<file path="src/rtl/sra_pkg.sv">
package sra_pkg;

  localparam int MAX_PARTICLES_DEF = 64;
  localparam int SCORE_W = 32;
  localparam int OFF_W   = 16;
  localparam int IDX_W   = 6;
  localparam int TOTAL_W = 38;
  // Both sides of the slot compare stay below 2^60
  localparam int CMP_W   = 61;
  localparam int FRAC_W  = 16;

  typedef enum logic [2:0] {
    ST_LOAD,
    ST_START,
    ST_FETCH,
    ST_MUL,
    ST_ADD,
    ST_CMP,
    ST_EMIT
  } sra_state_t;

  typedef struct packed {
    logic load;
    logic start;
    logic accum;
    logic advance;
    logic next_slot;
    logic clear;
  } sra_cmd_t;

  typedef struct packed {
    logic can_advance;
    logic final_slot;
  } sra_sts_t;

endpackage

</file>
<file path="src/rtl/systematic_resampler_with_argmax.sv">
// Systematic resampler with running argmax. Scores (unsigned Q16.16) load one
// per cycle while in_ready is high; each is stored, summed and compared with
// the best so far (later index wins ties). Scores past MAX_PARTICLES are
// dropped. The transaction marked in_last_score starts the walk: in_ready drops
// and one result per loaded particle follows, with the surviving index, best
// index and best score, and out_last_sample on the final one. Each move of the
// walk index passes through the fetch, multiply, add and compare states, paced
// by the registered read of the score store and the scaled-score multiplier;
// each result is held until out_ready takes it. A batch whose scores sum to
// zero reports zero_total with all indices 0. Loading resumes once the final
// result is taken.
module systematic_resampler_with_argmax #(
  parameter int MAX_PARTICLES = sra_pkg::MAX_PARTICLES_DEF
) (
  input  logic                        clk,
  input  logic                        rst_n,
  input  logic                        in_valid,
  output logic                        in_ready,
  input  logic [sra_pkg::SCORE_W-1:0] in_score,
  input  logic [sra_pkg::OFF_W-1:0]   in_slot_offset,
  input  logic                        in_last_score,
  output logic                        out_valid,
  input  logic                        out_ready,
  output logic [sra_pkg::IDX_W-1:0]   out_sample_index,
  output logic [sra_pkg::IDX_W-1:0]   out_best_index,
  output logic [sra_pkg::SCORE_W-1:0] out_best_score,
  output logic                        out_zero_total,
  output logic                        out_last_sample
);

  import sra_pkg::*;

  sra_cmd_t cmd;
  sra_sts_t sts;

  sra_ctrl u_ctrl (
    .clk           (clk),
    .rst_n         (rst_n),
    .in_valid      (in_valid),
    .in_last_score (in_last_score),
    .out_ready     (out_ready),
    .sts           (sts),
    .in_ready      (in_ready),
    .out_valid     (out_valid),
    .cmd           (cmd)
  );

  sra_dp #(
    .MAX_PARTICLES (MAX_PARTICLES)
  ) u_dp (
    .clk              (clk),
    .rst_n            (rst_n),
    .cmd              (cmd),
    .in_score         (in_score),
    .in_slot_offset   (in_slot_offset),
    .in_last_score    (in_last_score),
    .sts              (sts),
    .out_sample_index (out_sample_index),
    .out_best_index   (out_best_index),
    .out_best_score   (out_best_score),
    .out_zero_total   (out_zero_total),
    .out_last_sample  (out_last_sample)
  );

`ifndef NO_ASSERTIONS
  a_no_load_while_out: assert property (@(posedge clk) disable iff (!rst_n)
    out_valid |-> !in_ready)
    else $error("input accepted while a result is pending");

  a_last_stops_load: assert property (@(posedge clk) disable iff (!rst_n)
    (in_valid && in_ready && in_last_score) |=> !in_ready)
    else $error("loading continued after the last score");

  a_final_resumes_load: assert property (@(posedge clk) disable iff (!rst_n)
    (out_valid && out_ready && out_last_sample) |=> (in_ready && !out_valid))
    else $error("loading did not resume after the final result");

  a_zero_indices: assert property (@(posedge clk) disable iff (!rst_n)
    (out_valid && out_zero_total) |->
      (out_sample_index == '0 && out_best_index == '0))
    else $error("nonzero index on a zero-total batch");
`endif

endmodule

</file>
<file path="src/rtl/sra_ram.sv">
module sra_ram #(
  parameter int WIDTH = 32,
  parameter int DEPTH = 64
) (
  input  logic                     clk,
  input  logic                     we,
  input  logic [$clog2(DEPTH)-1:0] waddr,
  input  logic [WIDTH-1:0]         wdata,
  input  logic [$clog2(DEPTH)-1:0] raddr,
  output logic [WIDTH-1:0]         rdata
);

  logic [WIDTH-1:0] mem [DEPTH];

  always_ff @(posedge clk) begin
    if (we) begin
      mem[waddr] <= wdata;
    end
    rdata <= mem[raddr];
  end

endmodule

</file>
<file path="src/rtl/sra_ctrl.sv">
module sra_ctrl (
  input  logic              clk,
  input  logic              rst_n,
  input  logic              in_valid,
  input  logic              in_last_score,
  input  logic              out_ready,
  input  sra_pkg::sra_sts_t sts,
  output logic              in_ready,
  output logic              out_valid,
  output sra_pkg::sra_cmd_t cmd
);

  import sra_pkg::*;

  sra_state_t state_r;
  sra_state_t state_nxt;

  always_ff @(posedge clk) begin
    if (!rst_n) begin
      state_r <= ST_LOAD;
    end else begin
      state_r <= state_nxt;
    end
  end

  always_comb begin
    state_nxt = state_r;
    unique case (state_r)
      ST_LOAD: begin
        if (in_valid && in_last_score) begin
          state_nxt = ST_START;
        end
      end
      ST_START: state_nxt = ST_FETCH;
      ST_FETCH: state_nxt = ST_MUL;
      ST_MUL:   state_nxt = ST_ADD;
      ST_ADD:   state_nxt = ST_CMP;
      ST_CMP: begin
        if (sts.can_advance) begin
          state_nxt = ST_FETCH;
        end else begin
          state_nxt = ST_EMIT;
        end
      end
      ST_EMIT: begin
        if (out_ready) begin
          state_nxt = sts.final_slot ? ST_LOAD : ST_CMP;
        end
      end
      default: state_nxt = ST_LOAD;
    endcase
  end

  always_comb begin
    in_ready  = 1'b0;
    out_valid = 1'b0;
    cmd       = '0;
    unique case (state_r)
      ST_LOAD: begin
        in_ready = 1'b1;
        cmd.load = in_valid;
      end
      ST_START: cmd.start = 1'b1;
      ST_FETCH: ;
      ST_MUL:   ;
      ST_ADD:   cmd.accum = 1'b1;
      ST_CMP:   cmd.advance = sts.can_advance;
      ST_EMIT: begin
        out_valid     = 1'b1;
        cmd.next_slot = out_ready && !sts.final_slot;
        cmd.clear     = out_ready && sts.final_slot;
      end
      default: ;
    endcase
  end

endmodule

</file>
<file path="src/rtl/sra_dp.sv">
module sra_dp #(
  parameter int MAX_PARTICLES = sra_pkg::MAX_PARTICLES_DEF
) (
  input  logic                        clk,
  input  logic                        rst_n,
  input  sra_pkg::sra_cmd_t           cmd,
  input  logic [sra_pkg::SCORE_W-1:0] in_score,
  input  logic [sra_pkg::OFF_W-1:0]   in_slot_offset,
  input  logic                        in_last_score,
  output sra_pkg::sra_sts_t           sts,
  output logic [sra_pkg::IDX_W-1:0]   out_sample_index,
  output logic [sra_pkg::IDX_W-1:0]   out_best_index,
  output logic [sra_pkg::SCORE_W-1:0] out_best_score,
  output logic                        out_zero_total,
  output logic                        out_last_sample
);

  import sra_pkg::*;

  localparam int IW = $clog2(MAX_PARTICLES);
  localparam int CW = $clog2(MAX_PARTICLES + 1);
  localparam int PW = SCORE_W + CW;
  localparam int SW = OFF_W + TOTAL_W;

  logic [CW-1:0]      count_r;
  logic [TOTAL_W-1:0] total_r;
  logic [SCORE_W-1:0] top_score_r;
  logic [IW-1:0]      top_idx_r;
  logic [OFF_W-1:0]   off_r;
  logic [CMP_W-1:0]   lhs_r;
  logic [CMP_W-1:0]   rhs_r;
  logic [PW-1:0]      prod_r;
  logic [IW-1:0]      idx_r;
  logic [IW-1:0]      slot_r;

  logic [SCORE_W-1:0] rdata;
  logic [PW-1:0]      scaled;
  logic [SW-1:0]      start_prod;
  logic               full;
  logic               store_en;
  logic               zero;

  assign full     = (count_r == CW'(MAX_PARTICLES));
  assign store_en = cmd.load && !full;
  assign zero     = (total_r == '0);
  assign scaled     = rdata * count_r;
  assign start_prod = off_r * total_r;

  sra_ram #(
    .WIDTH (SCORE_W),
    .DEPTH (MAX_PARTICLES)
  ) u_store (
    .clk   (clk),
    .we    (store_en),
    .waddr (count_r[IW-1:0]),
    .wdata (in_score),
    .raddr (idx_r),
    .rdata (rdata)
  );

  // Batch accumulators: loaded on each score, cleared after the walk
  always_ff @(posedge clk) begin
    if (!rst_n) begin
      count_r     <= '0;
      total_r     <= '0;
      top_score_r <= '0;
      top_idx_r   <= '0;
    end else if (cmd.clear) begin
      count_r     <= '0;
      total_r     <= '0;
      top_score_r <= '0;
      top_idx_r   <= '0;
    end else if (store_en) begin
      count_r <= count_r + CW'(1);
      total_r <= total_r + TOTAL_W'(in_score);
      if (in_score >= top_score_r) begin
        top_score_r <= in_score;
        top_idx_r   <= count_r[IW-1:0];
      end
    end
  end

  always_ff @(posedge clk) begin
    prod_r <= scaled;
    if (cmd.load && in_last_score) begin
      off_r <= in_slot_offset;
    end
    if (cmd.start) begin
      lhs_r  <= CMP_W'(start_prod);
      rhs_r  <= '0;
      idx_r  <= '0;
      slot_r <= '0;
    end else begin
      if (cmd.accum) begin
        rhs_r <= rhs_r + (CMP_W'(prod_r) << FRAC_W);
      end
      if (cmd.advance) begin
        idx_r <= idx_r + IW'(1);
      end
      // Advance one slot: lhs grows by total scaled to one full slot
      if (cmd.next_slot) begin
        lhs_r  <= lhs_r + (CMP_W'(total_r) << FRAC_W);
        slot_r <= slot_r + IW'(1);
      end
    end
  end

  assign sts.can_advance = !zero && (lhs_r > rhs_r) && ((CW'(idx_r) + CW'(1)) < count_r);
  assign sts.final_slot  = ((CW'(slot_r) + CW'(1)) == count_r);

  assign out_sample_index = IDX_W'(idx_r);
  assign out_best_index   = zero ? '0 : IDX_W'(top_idx_r);
  assign out_best_score   = zero ? '0 : top_score_r;
  assign out_zero_total   = zero;
  assign out_last_sample  = sts.final_slot;

endmodule

</file>
<file path="config.mk">
export PLATFORM = sky130hd
export DESIGN_NAME = systematic_resampler_with_argmax
export DESIGN_NICKNAME = d
export VERILOG_FILES = /design/src/rtl/sra_pkg.sv /design/src/rtl/systematic_resampler_with_argmax.sv /design/src/rtl/sra_ram.sv /design/src/rtl/sra_ctrl.sv /design/src/rtl/sra_dp.sv
export SDC_FILE = /design/constraint.sdc
export NUM_CORES = 2
export LEC_CHECK = 0
export BUFFER_PORTS_ARGS = -buffer_cell sky130_fd_sc_hd__buf_2
export CELL_PAD_IN_SITES_DETAIL_PLACEMENT = 0
export CELL_PAD_IN_SITES_GLOBAL_PLACEMENT = 1
export CORE_UTILIZATION = 47
export CTS_CLUSTER_SIZE = 10
export DETAILED_ROUTE_END_ITERATION = 10
export PLACE_DENSITY = 0.76
export RECOVER_POWER = 25
export SETUP_SLACK_MARGIN = 0.02
export SYNTH_ARGS = -nofsm -noshare
export SYNTH_HDL_FRONTEND = slang
export SYNTH_SLANG_ARGS = --single-unit
</file>
<file path="constraint.sdc">
create_clock -name clk -period 20.1 [get_ports clk]
set_input_delay 3.015 -clock clk [delete_from_list [all_inputs] [get_ports clk]]
set_output_delay 3.015 -clock clk [all_outputs]
set_load 0.01 [all_outputs]
</file>
==> results.json <==
{
  "rsz0062_at_grt": "false",
  "die_x_um": 509,
  "netlist_top_cells_area": "edfxtp_1 (53%), mux4_2 (13%), fa_1 (11%)",
  "vias": 69510,
  "cp-start-kind": "input port",
  "grt_start_max_net_pins": 103,
  "crit_type": "input port to flip-flop",
  "switching_power_mw": 4.31,
  "p_seq_share_pct": 40.3,
  "wl_um": 325000,
  "cts.clk_slew.worst_paths_ns": 0.05,
  "worst_pin_slew_ns": 3.64,
  "htree_levels": 5,
  "holdWs_ns": 0.449,
  "holdBufCountCts": 0,
  "fin_area_um2": 134000,
  "worstHoldStart": "u_dp.total_r[18]$_SDFFE_PP0P_",
  "first_iter_violations": 7120,
  "yosys.area.top_type_share_pct": 52.7,
  "ys_seq_elements": 2339,
  "die-area_um2": 259000,
  "cts_setup_buffers": 0,
  "clock_power_share_pct": 32.9,
  "r2r_cells": 24,
  "io_pins": 101,
  "p_int_mw": 9.44,
  "holdPathEnd": "u_dp.total_r[18]$_SDFFE_PP0P_",
  "syn-num-nets": 9099,
  "clockBufferDepth": 4,
  "cts_tree": "built",
  "wirelength_met1_um": 128000,
  "antenna_left": 0,
  "grt_pass1_vias": 72435,
  "hold_viol": 0,
  "skew_ns": 0.102,
  "detailed_place.area_um2": 126000,
  "switching_share_pct": 31.3,
  "cp_slowest_stage_delay_ns": 2.52,
  "min_path_type": "flip-flop to flip-flop",
  "wl_met2_um": 157000,
  "cts_made_buffers": 292,
  "critical-path-top-delay-family": "buffers and inverters",
  "post_cts_resized": 0,
  "path_max_fanout": 67,
  "place_inst": 11304,
  "yosysWarnings": 0,
  "core-area_um2": 255000,
  "rrSetupSlack_ns": 12.46,
  "clkSinkCount": 2339,
  "reg2reg_to": "u_dp.lhs_r[50]$_DFFE_PP_",
  "slew_violations": 1228,
  "syn_to_final_growth_pct": 10.9,
  "crit_buf_inv": 3,
  "highest_layer": "met5",
  "finalNetCount": 9318,
  "setup_viol": 0,
  "post_route_cells_drive_above_1_share_pct": 16.6,
  "violations": "max-capacitance violations, max-slew violations",
  "finish.utilization_pct": 52.5,
  "hold_depth": 2,
  "floorplan.initialDensity_pct": 47.4,
  "cp_data_required_time_ns": 20.85,
  "synth.distinct_cells": 88,
  "routabilityCongestion": 0.867,
  "synth-edff-count": 2118,
  "drtPass1Iterations": 6,
  "wl_per_cell_um": 27.8,
  "slew_headroom_pct": -143,
  "grt-ovfl-total": 0,
  "syn_area_um2": 121000,
  "p_per_area_nw_per_um2": 103,
  "async_flop_share_pct": 0,
  "p_leak_nw": 47.8,
  "min_period_ns": 9.19,
  "portBuffers": 100,
  "fin_crit_sh_pct": 45.7,
  "rr_startpoint": "u_dp.total_r[19]$_SDFFE_PP0P_",
  "synth_area_per_cell_um2": 15.1,
  "maxCapViolCount": 23,
  "grt_pass1_wl_um": 480000,
  "power_frac_comb_pct": 26.8,
  "cp-end-kind": "flip-flop",
  "layout.cells.non_filler": 11681,
  "clock_latency_ns": 0.97,
  "seq_area_frac_synth_pct": 56.3,
  "status": "finished with violations",
  "finalSetupTns_ns": 0,
  "grt_usage_pct": 25.4,
  "peakVddDrop_mv": 0.106,
  "viasPerCell": 5.95,
  "root_buffer": "clkbuf_16",
  "worstPathCellList": "buf_2 > clkbuf_1 > inv_1 > fa_1 > nor2b_1 > o21ai_0 > a21boi_1 > o2111ai_1 > o31ai_2 > a21oi_1 > o221a_2 > o21ai_1 > o21ai_0 > xor2_1 > nor2_1",
  "dp_hpwl_um": 206000,
  "row_count": 185,
  "synth_top_area_cell": "edfxtp_1",
  "cp_common_cell": "o21ai_0",
  "die_h_um": 509,
  "synthCells": 8013,
  "max_freq_mhz": 109,
  "drc": 0,
  "crit_slowest_cell": "clkbuf_1",
  "worstPathArrival_ns": 9.94,
  "ys.flop_type": "edfxtp_1",
  "grt_antenna_before_repair": 33,
  "wl_met3_um": 27900
}
## flip-flops by register name, indices dropped and copies added, names as in the netlist
register / count
u_dp.out_sample_index: 6
u_dp.off_r: 16
u_dp.slot_r: 6
u_dp.lhs_r: 61
u_dp.prod_r: 39
u_dp.u_store.mem: 2048
u_dp.u_store.rdata: 32
u_ctrl.state_r: 3
u_dp.total_r: 38
u_dp.rhs_r: 45
u_dp.top_score_r: 32
u_dp.count_r: 7
u_dp.top_idx_r: 6
## power groups by stage
stage,clock [mW],combinational [mW],sequential [mW]
after global routing,4.77,4.16,5.55
after global placement,0,3.63,5.63
after CTS,4.59,3.70,5.54
after detailed placement,0,3.68,5.64
final,4.52,3.68,5.55
after floorplan,0,2.60,5.57
## area by class of cell
class,instances,area [um^2]
well taps,3366,4210
diodes,5,12.5
multi-input cells,4452,48600
clock buffers,350,7680
repair buffers,317,2040
flip-flops and latches,2339,68000
inverters,830,3120
clock inverters,22,155
fillers,20484,121000
## through the flow
step	worst slack, ns	power [mW]
6_report	10.91	13.7
5_1_grt	10.79	14.5
4_1_cts	12.53	13.8
3_5_place_dp	11.84	9.31
3_3_place_gp	11.80	9.27
2_1_floorplan	13.42	8.17
## kinds of logic (layout without fill, tap and decap cells)
logic type,after synthesis,count (layout),share of synthesized area [%]
flops,2339,2339,56.3
mux,711,711,12.9
buf+inv,1222,1519,3.84
xor+xnor,197,197,1.43
other cells,0,5,0
simple gates,1679,1679,6.34
compound gates,832,832,4.44
fa+ha+maj,1033,1033,14.8
## cells in the mapped netlist, types with 154 or more instances
| library cell | count |
|---|---|
| edfxtp_1 | 2118 |
| inv_1 | 827 |
| nand2_1 | 825 |
| mux4_2 | 672 |
| fa_1 | 654 |
| ha_1 | 379 |
| clkbuf_1 | 302 |
| nor2_1 | 287 |
| a21oi_1 | 274 |
| and2_1 | 243 |
| dfxtp_1 | 221 |
| a21o_1 | 154 |
## cells in the final DEF (no fill, tap or decap), types with 11 or more instances in the layout
cell type  instances
o31ai_1           23
o21ai_1           16
a31oi_1           23
ha_1             379
nor2_1           224
mux2i_1           39
o21bai_1          33
o211ai_1          11
a21oi_1          274
a21o_1           154
nor2b_1           37
xnor2_1          132
and3_1            34
a211oi_1          16
buf_4            189
nand2b_1          29
dfxtp_1          214
mux4_2           672
buf_2             84
nor2_4            64
nand4_1           47
clkbuf_1          90
o21a_1            34
fa_1             654
nor3_1            31
edfxtp_1        2118
nand2_1          824
inv_1            827
or3_1             20
nand3_1           70
clkbuf_16        297
nor4_1            14
and2_1           239
o21ai_0          138
xor2_1            65
## worst reg2reg max path: cells and delay by family (launching register included)
kind	cells	cell delay, ns
AO/OA/AOI/OAI	9	2.14
XOR/XNOR	1	0.20
adder cells (fa/ha/maj)	7	3.43
buffers and inverters	6	0.58
flip-flops	1	0.79
AND/OR/NAND/NOR	1	0.10
## metal layers
layer / GRT usage [%] / up-vias
met2: 41.6 / 3176
li1: - / 29514
met3: 4.85 / 559
met5: 0 / -
met4: 9.52 / 10
met1: 33.6 / 36251
## worst max path at each step
stage	from	endpoint	slack [ns]	depth (start not counted)
3_5_place_dp	in_score[25]	u_dp.top_score_r[26]$_SDFFE_PP0P_	11.84	15
4_1_cts	u_dp.total_r[19]$_SDFFE_PP0P_	u_dp.lhs_r[50]$_DFFE_PP_	12.53	24
2_1_floorplan	u_dp.off_r[1]$_DFFE_PP_	u_dp.lhs_r[52]$_DFFE_PP_	13.42	26
5_1_grt	in_score[1]	u_dp.total_r[32]$_SDFFE_PP0P_	10.79	15
3_3_place_gp	in_score[25]	u_dp.top_score_r[29]$_SDFFE_PP0P_	11.80	15
6_report	in_score[1]	u_dp.total_r[32]$_SDFFE_PP0P_	10.91	15
No activity file was read; power rests on OpenSTA's default activity.
